`src/design/swc_pkg.sv`:
```
// Shared types and constants of the sawtooth window correlator.
// No dependencies; compiled before every other design file.
package swc_pkg;

  localparam int unsigned WIN_W      = 11;
  localparam int unsigned STEP_W     = 16;
  localparam int unsigned START_W    = 17;
  localparam int unsigned SAW_W      = 18;
  localparam int unsigned OUT_W      = 44;
  localparam int unsigned CFG_IDX_W  = 2;
  localparam int unsigned CFG_DATA_W = 17;

  localparam logic [WIN_W-1:0]         WIN_RESET  = 11'd64;
  localparam logic [STEP_W-1:0]        STEP_RESET = 16'd2048;
  localparam logic signed [SAW_W-1:0]  IMAG_RESET = -18'sd16384;
  localparam logic signed [SAW_W-1:0]  SAW_NEG_FS = -18'sd32768;
  localparam logic signed [SAW_W-1:0]  SAW_WRAP   = 18'sd65536;

  typedef enum logic [CFG_IDX_W-1:0] {
    CFG_WINDOW_LENGTH = 2'd0,
    CFG_PHASE_STEP    = 2'd1,
    CFG_IMAG_START    = 2'd2
  } cfg_idx_e;

  // Pipeline events that steer the product history.
  typedef struct packed {
    logic clear;     // window rewrite: history empties
    logic push;      // input beat accepted
    logic s2_valid;  // product stage holds an item
    logic adv2;      // input stage moves to product stage
    logic adv3;      // product stage moves to output stage
  } hist_ctrl_t;

endpackage

```
`src/design/swc_saw_gen.sv`:
```
// In-phase and quadrature sawtooth reference generators.
// Depends on swc_pkg.
module swc_saw_gen (
  input  logic                                clk_i,
  input  logic                                rst_ni,
  input  logic                                advance_i,
  input  logic [swc_pkg::STEP_W-1:0]          step_i,
  input  logic                                restart_i,
  input  logic signed [swc_pkg::START_W-1:0]  start_i,
  output logic signed [swc_pkg::SAW_W-1:0]    saw_real_o,
  output logic signed [swc_pkg::SAW_W-1:0]    saw_imag_o
);
  import swc_pkg::*;

  logic signed [SAW_W-1:0] saw_real_q, saw_imag_q;
  logic signed [SAW_W-1:0] step_s;

  // A reference below negative full scale wraps up by two full scales before use.
  assign saw_real_o = (saw_real_q < SAW_NEG_FS) ? saw_real_q + SAW_WRAP : saw_real_q;
  assign saw_imag_o = (saw_imag_q < SAW_NEG_FS) ? saw_imag_q + SAW_WRAP : saw_imag_q;
  assign step_s     = $signed({2'b00, step_i});

  always_ff @(posedge clk_i or negedge rst_ni) begin
    if (!rst_ni) begin
      saw_real_q <= '0;
      saw_imag_q <= IMAG_RESET;
    end else if (restart_i) begin
      saw_real_q <= '0;
      saw_imag_q <= SAW_W'(start_i);
    end else if (advance_i) begin
      saw_real_q <= saw_real_o - step_s;
      saw_imag_q <= saw_imag_o - step_s;
    end
  end

endmodule

```
`config.mk`:
```
export PLATFORM = sky130hd
export DESIGN_NAME = swc_saw_gen
export DESIGN_NICKNAME = d
export VERILOG_FILES = /design/src/design/swc_pkg.sv /design/src/design/swc_saw_gen.sv
export SDC_FILE = /design/constraint.sdc
export NUM_CORES = 1
export LEC_CHECK = 0
export BUFFER_PORTS_ARGS = -buffer_cell sky130_fd_sc_hd__buf_2
export CAP_MARGIN = 0
export CORE_MARGIN = 5
export CORE_UTILIZATION = 40
export DETAILED_ROUTE_END_ITERATION = 8
export PLACE_DENSITY = 0.71
export SETUP_SLACK_MARGIN = 0.3
export SLEW_MARGIN = 30
export SYNTH_ARGS = -nofsm -noshare
export SYNTH_HDL_FRONTEND = slang
export SYNTH_SLANG_ARGS = --single-unit
```
`constraint.sdc`:
```
create_clock -name clk_i -period 5.85 [get_ports clk_i]
set_input_delay 0.585 -clock clk_i [delete_from_list [all_inputs] [get_ports clk_i]]
set_output_delay 0.585 -clock clk_i [all_outputs]
set_load 0.03 [all_outputs]
```
==> results of run 1 <==
-- where the power goes --
| group | internal [mW] | switching (mW) |
|---|---|---|
| clock network | 0.126 | 0.102 |
| registers | 0.296 | 0.0398 |
| logic | 0.231 | 0.357 |
| total | 0.653 | 0.498 |
-- registers in the layout, summed over array words and instances, names as in the netlist --
register and count:
saw_imag_q 18, saw_real_q 18
-- layer usage --
layer	GRT usage (%)	vias up	share of wire, %
met3	3.806	11	6.3
met2	27.21	70	47
met4	4.090	0	1.4
li1	-	1430	-
met5	0	-	0
met1	21.28	1292	46
-- how the worst max path moves through the flow --
stage                     startpoint                         end  slack [ns]  cells past startpoint
after global routing       step_i[1]  saw_real_q[15]$_DFFE_PN0P_        3.08                     10
after detailed placement   step_i[1]  saw_real_q[15]$_DFFE_PN0P_        3.01                     10
after CTS                  step_i[1]  saw_real_q[15]$_DFFE_PN0P_        3.30                     10
after global placement     step_i[1]  saw_real_q[15]$_DFFE_PN0P_        3.05                     10
after floorplan            step_i[2]  saw_real_q[16]$_DFFE_PN0P_        3.42                      9
final                      step_i[1]  saw_real_q[15]$_DFFE_PN0P_        3.28                     10
-- stage by stage --
stage | instances | util (%)
after floorplan | 387 | -
after global placement | 522 | 43.49
after detailed placement | 522 | 43.49
after CTS | 530 | 44.85
after global routing | 530 | 44.89
final | 530 | 44.89
-- synth_stat cells, types with 2 or more instances --
library cell	number
dfrtp_1	32
a221o_1	2
nor2b_1	9
nor3_1	6
or3_1	4
mux2i_1	14
dfstp_2	4
buf_4	32
ha_1	32
mux2_2	2
and3_1	2
xor2_1	11
buf_1	3
o31a_1	4
o21a_1	7
o21bai_1	3
o211ai_1	2
inv_1	24
o31ai_1	3
nand4_1	3
a211oi_1	6
nor3b_1	2
nor4_1	2
clkbuf_1	8
a21oi_1	30
nand2_1	24
nand2b_1	8
o21ai_0	29
nor2_1	30
xnor2_1	12
a21o_1	6
a22oi_1	5
nand3_1	6
fa_1	2
-- kinds of logic after synthesis --
| logic type | after synthesis | share of synthesized area [%] |
|---|---|---|
| muxes | 16 | 4.900 |
| AOI/OAI and AO/OA | 110 | 22.28 |
| xor gates and xnor gates | 23 | 6.069 |
| adders and majority gates | 34 | 13.27 |
| DFF | 36 | 27.29 |
| buffers and inverters | 67 | 11.19 |
| and+or+nand+nor | 101 | 15.00 |
-- layout make-up --
class                      instances  area, um^2
timing repair buffer              73       370.4
fill                             823        4483
clock inverter                     3       42.54
multi-input combinational        284        2042
inverter                          24       90.09
clock buffer                       5       68.82
tap                              105       131.4
sequential                        36       905.9
-- cell usage in the layout, fill, tap and decap left out, types with 12 or more instances in the layout --
cell / synthesis / final
nor2_1: 30 / 30
nand2_1: 24 / 24
o21ai_0: 29 / 29
mux2i_1: 14 / 14
inv_1: 24 / 24
ha_1: 32 / 32
buf_2: 0 / 71
a21oi_1: 30 / 30
xnor2_1: 12 / 12
dfrtp_1: 32 / 32
==> flow_summary_export.csv, run 1 <==
group,metric,value,unit
run_status,status,"finished clean",
global_routing,grt_max_degree,55,
detailed_routing,routedWlPerCell,15.23,um
synthesis,synth_top_cell_area_share,24.12,%
setup_path,cp-end-kind,"flip-flop",
clock_tree,clock_path_buffers,2,
sta,fmax,0.3886,GHz
sta,setup_viol,0,
placement,place_area,3537,um^2
clock_tree,cts_hold_buffers,0,
detailed_routing,first_pass_iters,4,
floorplanning,dieArea,10220,um^2
synthesis,synth_area,3319,um^2
clock_tree,cts_max_level,2,
synthesis,synthCells,387,
finish,nNetsFinal,495,
clock_tree,path_clk_slew,0.08,ns
synthesis,syn_area_per_cell,8.577,um^2
synthesis,synth_top_area_cell,"dfrtp_1",
synthesis,ys_seq_elements,36,
sta,setup_tns,0,ns
floorplanning,core_area,8134,um^2
global_routing,overflow,0,
setup_path,worstPathRequired,6.00,ns
placement,hpwl,6149,um
detailed_routing,vias,2803,
placement,dp_slack,3.007,ns
setup_path,regToRegEndpoint,"saw_real_q[15]$_DFFE_PN0P_",
clock_tree,clock-root-buffer,"clkbuf_8",
global_routing,grt_pass1_wl,13480,um
power_and_ir_drop,leakage,1.817,nW
setup_path,critPathMaxStageDelay,0.39,ns
setup_path,path_cells,"buf_2, inv_1, ha_1, nor2b_1, o31a_1, o211ai_1, o221ai_1, a31oi_1, or4_1, o311ai_0",
placement,gp_congestion,0.8438,
synthesis,yosys_most_used_dff,"dfrtp_1",
clock_tree,cts_made_buffers,5,
sta,skew,0.01040,ns
sta,setup_slack,3.277,ns
sta,final_max_slew_viol_count,0,
synthesis,yosys_warnings,0,
synthesis,ys_seq_area_share,27.29,%
synthesis,synth.distinct_cells,52,
power_and_ir_drop,finalPower,1.152,mW
detailed_routing,post-route-drc-count,0,
finish,drive_gt1_share,22.59,%
floorplanning,io_pins,73,
detailed_routing,drt_wl_total,8072,um
setup_path,worst_setup_path_start_kind,"input pin",
job,maxCapViolCount,0,
global_routing,first_global_vias,2860,
sta,final_hold_viol_count,0,
synthesis,synth_edf_count,0,
clock_tree,post_cts_buffers,0,
clock_tree,cts.sinks,36,
worst_hold_path,min_path_type,"input pin to asynchronous set/reset pin",
detailed_routing,drt_iter0_drc,137,
floorplanning,die_height,101.1,um
sta,rsz0062_at_grt,"no",
floorplanning,rows,33,
setup_path,crit_type,"input pin to flip-flop",
setup_path,r2r_cells,7,
clock_tree,cts_resized,0,
detailed_routing,via_per_inst,5.289,
power_and_ir_drop,p_per_area,315.4,nW/um^2
synthesis,synth_area_leaders,"dfrtp_1, ha_1, buf_4",
global_routing,antenna_found_initial,0,
finish,diodes,0,
setup_path,crit_family,"compound AO/OA/AOI/OAI gates",
synthesis,synthArstFlopShare,100.0,%
detailed_routing,antenna_left,0,
sta,period_share,43.98,%
placement,portBuffers,72,
setup_path,r2r_start,"saw_real_q[8]$_DFFE_PN0P_",
finish,stdcell_area,3651,um^2
setup_path,path_max_fanout,4,
setup_path,crit_slowest_cell,"o211ai_1",
setup_path,regToRegSetupSlack,3.33,ns
sta,worst_slew_pin_slew,0.7959,ns
sta,max_slew_margin,46.74,%
floorplanning,start_util,40.81,%
clock_tree,clk_latency,0.30,ns
finish,syn_to_final_growth,9.989,%
setup_path,crit_buf_inv,2,
global_routing,track_usage,16.33,%
floorplanning,dieWidth,101.1,um
clock_tree,cts_tree,"yes",
sta,hold_slack,0.2466,ns
synthesis,syn-num-nets,458,
sta,period_minus_slack,2.573,ns
setup_path,cp_data_arrival_time,2.72,ns
power_and_ir_drop,ir_worst_vdd,118.9,uV
Power figures use the tool's default switching activity.
==> run 2, diff against run 1 <==
==> constraint.sdc (replaced) <==
create_clock -name clk_i -period 2.4 [get_ports clk_i]
set_input_delay 0.24 -clock clk_i [delete_from_list [all_inputs] [get_ports clk_i]]
set_output_delay 0.24 -clock clk_i [all_outputs]
set_load 0.03 [all_outputs]
==> run 2 against run 1 <==
Sequential cell count unchanged. Total power rose to 2.6 times the previous value. Cell area up 9.9%. Non-clock buffer count rose by 19. Die area unchanged. Via count is 7.0% higher. Hold slack worse by 0.097 ns. Wire length is 11% higher. Final cell count rose by 3.6%. Utilization increased by 4.4 points. Count of clock-buffer cells in the layout is 2 higher. Register-to-register slack lost 3.2 ns. Largest power group unchanged.
==> flow_summary_export.csv, run 2 (synthesis results as in run 1) <==
group,metric,value,unit
sta,setup_tns,0,ns
power_and_ir_drop,leakage,1.918,nW
setup_path,cp-end-kind,"flip-flop",
setup_path,crit_family,"compound AO/OA/AOI/OAI gates",
detailed_routing,drt_iter0_drc,125,
sta,final_max_slew_viol_count,0,
placement,hpwl,6582,um
detailed_routing,routedWlPerCell,16.25,um
setup_path,cp_data_arrival_time,2.48,ns
placement,dp.cells,530,
floorplanning,start_util,40.81,%
power_and_ir_drop,p_switching,1.307,mW
sta,hold_slack,0.1495,ns
sta,rsz0062_at_grt,"yes",
finish,drive_gt1_share,33.78,%
sta,max_slew_margin,66.86,%
detailed_routing,antenna_left,0,
setup_path,critPathMaxStageDelay,0.42,ns
clock_tree,cts_max_level,2,
placement,gp_congestion,0.8875,
worst_hold_path,min_path_type,"input pin to flip-flop",
detailed_routing,via_per_inst,5.464,
floorplanning,rows,33,
power_and_ir_drop,swShare,44.31,%
setup_path,r2r_start,"saw_real_q[0]$_DFFE_PN0P_",
power_and_ir_drop,internal_power,1.642,mW
worst_hold_path,worstHoldStart,"start_i[11]",
detailed_routing,drt_wl_total,8920,um
sta,skew,0.01097,ns
global_routing,first_global_vias,2982,
finish,final_cells,549,
global_routing,overflow,0,
sta,worst_slew_pin_slew,0.4970,ns
setup_path,startpoint,"saw_real_q[0]$_DFFE_PN0P_",
sta,final_hold_viol_count,0,
finish,layout_commonest_cell,"buf_2",
power_and_ir_drop,ir_worst_vdd,284.1,uV
floorplanning,dieArea,10220,um^2
detailed_routing,vias,3000,
run_status,status,"finished clean",
sta,setup_slack,0.1161,ns
detailed_routing,post-route-drc-count,0,
global_routing,grt_max_degree,37,
placement,portBuffers,72,
clock_tree,cts.sinks,36,
finish,top_regs,"saw_imag_q (18), saw_real_q (18)",
finish,finish.utilization,49.33,%
setup_path,crit_slowest_cell,"o41a_2",
finish,final_cell_mix,"buf_2, nor2_1, dfrtp_1",
power_and_ir_drop,p_seq_share,28.1,%
global_routing,grt_pass1_wl,14570,um
floorplanning,io_pins,73,
sta,period_minus_slack,2.284,ns
placement,dp_slack,0.05331,ns
power_and_ir_drop,combPwrFrac,56.8,%
sta,fmax,0.4379,GHz
clock_tree,clock_path_buffers,2,
clock_tree,clock-root-buffer,"clkbuf_8",
detailed_routing,first_pass_iters,4,
setup_path,worstPathRequired,2.60,ns
clock_tree,clk_latency,0.29,ns
floorplanning,die_height,101.1,um
clock_tree,cts_tree,"yes",
global_routing,track_usage,17.70,%
setup_path,path_cells,"inv_2, ha_4, fa_2, nor2b_4, o31a_4, o41a_2, nand3_1, a21oi_1, xnor2_1, a211oi_1",
setup_path,worst_setup_path_start_kind,"flip-flop",
setup_path,crit_type,"flip-flop to flip-flop",
setup_path,path_max_fanout,3,
finish,diodes,0,
global_routing,antenna_found_initial,0,
power_and_ir_drop,p_per_area,735.0,nW/um^2
sta,period_share,95.16,%
clock_tree,path_clk_slew,0.08,ns
power_and_ir_drop,p_clk_share,15.1,%
finish,syn_to_final_growth,20.88,%
floorplanning,dieWidth,101.1,um
setup_path,crit_buf_inv,1,
clock_tree,cts_made_buffers,5,
sta,setup_viol,0,
finish,nNetsFinal,514,
job,maxCapViolCount,0,
floorplanning,core_area,8134,um^2
==> run 2: changes by cell type in the layout (fill, tap and decap cells not counted), moves of 4 or more <==
| cell | before | now |
|---|---|---|
| ha_4 | 0 | 9 |
| buf_4 | 2 | 18 |
| ha_1 | 32 | 20 |
| a21oi_1 | 30 | 23 |
| a21oi_2 | 0 | 5 |
| o21ai_1 | 0 | 5 |
| o21ai_2 | 0 | 4 |
| o21ai_0 | 29 | 20 |
==> run 2: per-stage QoR <==
stage | power, mW | cell area [um^2]
3_5_place_dp | 2.300 | 3602
6_report | 2.949 | 4013
3_3_place_gp | 2.266 | 3602
5_1_grt | 3.169 | 4013
4_1_cts | 2.837 | 3830
2_1_floorplan | 2.028 | 3324
==> run 2: final cells by class <==
type / count / area, um^2
fillers: 799 / 4121
multi-input cells: 284 / 2278
flip-flops and latches: 36 / 908.4
repair buffers: 92 / 523.0
well taps: 105 / 131.4
inverters: 24 / 90.09
clock buffers: 7 / 76.32
clock inverters: 1 / 5.005
==> run 2: what timing repair did <==
action	CTS	global route
endpoints found under the hold margin	0	32
pin swaps	16	23
gates resized for setup	20	33
hold buffers	0	1
setup endpoints to repair	20	23
buffers inserted	7	3
gates cloned	0	0
==> run 2: power by group through the flow <==
| stage | Clock (mW) | Sequential, mW | Combinational (mW) |
|---|---|---|---|
| 2_1_floorplan | 0 | 0.799 | 1.23 |
| 3_3_place_gp | 0 | 0.825 | 1.44 |
| 3_5_place_dp | 0 | 0.831 | 1.47 |
| 4_1_cts | 0.462 | 0.824 | 1.55 |
| 5_1_grt | 0.483 | 0.845 | 1.84 |
| 6_report | 0.445 | 0.829 | 1.68 |
==> run 2: worst paths after layout <==
check	cells after the start	endpoint	slack, ns
worst min register to register	2	saw_real_q[5]$_DFFE_PN0P_	0.52
worst max-delay path	10	saw_real_q[10]$_DFFE_PN0P_	0.12
worst min-delay path	3	saw_imag_q[11]$_DFFE_PN0P_	0.15
worst max register to register	10	saw_real_q[10]$_DFFE_PN0P_	0.12
min in group asynchronous	2	saw_imag_q[6]$_DFFE_PN0P_	0.45
max in group asynchronous	2	saw_imag_q[14]$_DFFE_PN1P_	1.57
==> run 2: layer usage <==
layer | up-vias | routed length [um] | global-route usage (%)
met2 | 88 | 4270 | 29.12
met3 | 15 | 503 | 2.837
li1 | 1461 | - | -
met4 | 0 | 154 | 5.317
met5 | - | 0 | 0
met1 | 1436 | 3992 | 23.79
==> run 2: worst reg2reg max path, delay by kind of cell, from the launching register on <==
kind | cells | cell delay [ns]
xor gates and xnor gates | 1 | 0.13
buffers and inverters | 1 | 0.09
DFF | 1 | 0.40
and+or+nand+nor | 2 | 0.17
AOI/OAI and AO/OA | 4 | 1.01
adders and majority gates | 2 | 0.40
==> run 3, diff against run 2 <==
--- a/config.mk
+++ b/config.mk
@@ -7,6 +7,7 @@
 export LEC_CHECK = 0
 export BUFFER_PORTS_ARGS = -buffer_cell sky130_fd_sc_hd__buf_2
 export CAP_MARGIN = 0
+export CORE_ASPECT_RATIO = 0.9
 export CORE_MARGIN = 5
 export CORE_UTILIZATION = 40
 export DETAILED_ROUTE_END_ITERATION = 8
==> run 3 against run 2 <==
Utilization is 0.17 points lower. Worst setup slack better by 0.036 ns. Final cell count is 1.6% lower. Global-route usage is 0.36 points lower. Die area hardly changed. Cell area is 1.2% lower. Sequential share of layout area is 0.20 points higher. First-iteration DRC count is 3.2% higher. Combinational power hardly changed. Sequential power hardly changed. Non-clock buffer count is 3 lower. Critical endpoint unchanged. Highest routed layer unchanged.
==> flow_summary_export.csv, run 3 (synthesis results as in run 1) <==
group,metric,value,unit
sta,setup_tns,0,ns
floorplanning,core_area,8068,um^2
floorplanning,rows,31,
setup_path,path_max_fanout,3,
setup_path,cp_data_arrival_time,2.46,ns
sta,final_max_slew_viol_count,0,
finish,fillers,776,
global_routing,grt_pass1_wl,14360,um
global_routing,antenna_found_initial,0,
global_routing,grt_max_degree,37,
sta,max_slew_margin,45.19,%
finish,layout_commonest_cell,"buf_2",
finish,nNetsFinal,511,
global_routing,first_global_vias,3007,
placement,gp_congestion,0.8576,
sta,worst_slew_pin_slew,0.8212,ns
global_routing,track_usage,17.34,%
finish,multi_input_area,2266,um^2
finish,final_cells,540,
setup_path,cp-end-kind,"flip-flop",
power_and_ir_drop,p_per_area,740.5,nW/um^2
job,maxCapViolCount,0,
finish,syn_to_final_growth,19.49,%
placement,hpwl,6623,um
detailed_routing,routedWlPerCell,16.33,um
global_routing,overflow,0,
detailed_routing,first_pass_iters,4,
sta,skew,0.01151,ns
finish,drive_gt1_share,32.88,%
detailed_routing,drt_wl_total,8819,um
setup_path,regToRegSetupSlack,0.15,ns
finish,diodes,0,
power_and_ir_drop,leakage,1.901,nW
floorplanning,dieArea,10220,um^2
clock_tree,cts.sinks,36,
sta,final_hold_viol_count,0,
detailed_routing,drt_iter0_drc,129,
worst_hold_path,min_path_type,"input pin to flip-flop",
detailed_routing,via_per_inst,5.513,
setup_path,worst_setup_path_start_kind,"flip-flop",
sta,rsz0062_at_grt,"yes",
floorplanning,dieWidth,106.0,um
clock_tree,cts_max_level,2,
clock_tree,clock-root-buffer,"clkbuf_8",
finish,final_cell_mix,"buf_2, dfrtp_1, nor2_1",
floorplanning,die_height,96.42,um
finish,seqCellArea,905.9,um^2
clock_tree,cts_tree,"yes",
floorplanning,start_util,41.14,%
setup_path,crit_type,"flip-flop to flip-flop",
sta,setup_viol,0,
clock_tree,clk_latency,0.29,ns
detailed_routing,post-route-drc-count,0,
sta,period_minus_slack,2.248,ns
sta,fmax,0.4449,GHz
floorplanning,io_pins,73,
clock_tree,clock_path_buffers,2,
sta,period_share,93.66,%
setup_path,worstPathRequired,2.61,ns
clock_tree,path_clk_slew,0.09,ns
placement,dp.cells,523,
detailed_routing,antenna_left,0,
run_status,status,"finished clean",
clock_tree,cts_made_buffers,5,
power_and_ir_drop,ir_worst_vdd,268.7,uV
placement,portBuffers,72,
detailed_routing,vias,2977,
finish,top_regs,"saw_imag_q (18), saw_real_q (18)",
run 3: cell count changes in the layout (fill, tap and decap cells not counted), sizes merged:
cell	before	now
clkinv	1	3
clkbuf	7	5
buf	91	88
run 3: path summary, 6_finish.rpt:
kind	startpoint	endpoint	cells after the start
min	start_i[6]	saw_imag_q[6]$_DFFE_PN0P_	3
min reg2reg	saw_real_q[5]$_DFFE_PN0P_	saw_real_q[5]$_DFFE_PN0P_	2
max reg2reg	saw_real_q[0]$_DFFE_PN0P_	saw_real_q[10]$_DFFE_PN0P_	11
max	saw_real_q[0]$_DFFE_PN0P_	saw_real_q[10]$_DFFE_PN0P_	11
min in group asynchronous	rst_ni	saw_imag_q[5]$_DFFE_PN0P_	2
max in group asynchronous	rst_ni	saw_imag_q[15]$_DFFE_PN1P_	2
run 3: power by group:
part	total, mW	leakage (nW)	switching, mW	internal, mW
clock	0.457	0.0479	0.254	0.203
combinational	1.65	1.41	0.956	0.696
sequential	0.828	0.447	0.107	0.721
run 3: area by class of cell:
| type | count | share of cell area [%] |
|---|---|---|
| clock inverters | 3 | 0.4732 |
| flip-flops and latches | 36 | 22.84 |
| inverters | 24 | 2.271 |
| repair buffers | 89 | 12.43 |
| well taps | 99 | 3.123 |
| multi-input cells | 284 | 57.13 |
| clock buffers | 5 | 1.735 |
run 3: routing by layer:
metal	share of wire (%)	global-route usage [%]
met1	49	23.99
met2	45	28.56
met3	5.3	3.588
met4	0.28	3.020
met5	0	0
run 3: worst max-delay path, cell delays in order (launching register included):
cell	delay, ns
dfrtp_1	0.39
inv_2	0.08
ha_4	0.14
fa_2	0.24
nor2b_4	0.06
o31a_4	0.30
buf_4	0.14
o41a_4	0.37
nand3_2	0.08
a21oi_2	0.05
xnor2_1	0.13
a211oi_1	0.19
run 3: what timing repair did:
action / in CTS / in global routing
pin swaps: 17 / 14
resized for setup: 22 / 27
buffers inserted: 5 / 3
hold buffers: 0 / 1
setup endpoints to repair: 15 / 22
endpoints found under the hold margin: 0 / 32
run 3: metrics by stage:
| step | hold slack (ns) | instance area, um^2 | setup slack, ns | util, % | total power, mW |
|---|---|---|---|---|---|
| floorplan | -0.05559 | 3324 | 0.1988 | - | 2.028 |
| global placement | 0.4130 | 3587 | 0.08391 | 44.46 | 2.263 |
| detailed placement | 0.4169 | 3587 | 0.01354 | 44.46 | 2.300 |
| CTS | 0.09843 | 3845 | 0.1107 | 47.66 | 2.848 |
| global route | 0.1596 | 3966 | 0.06580 | 49.16 | 3.146 |
| finish | 0.1530 | 3966 | 0.1521 | 49.16 | 2.937 |
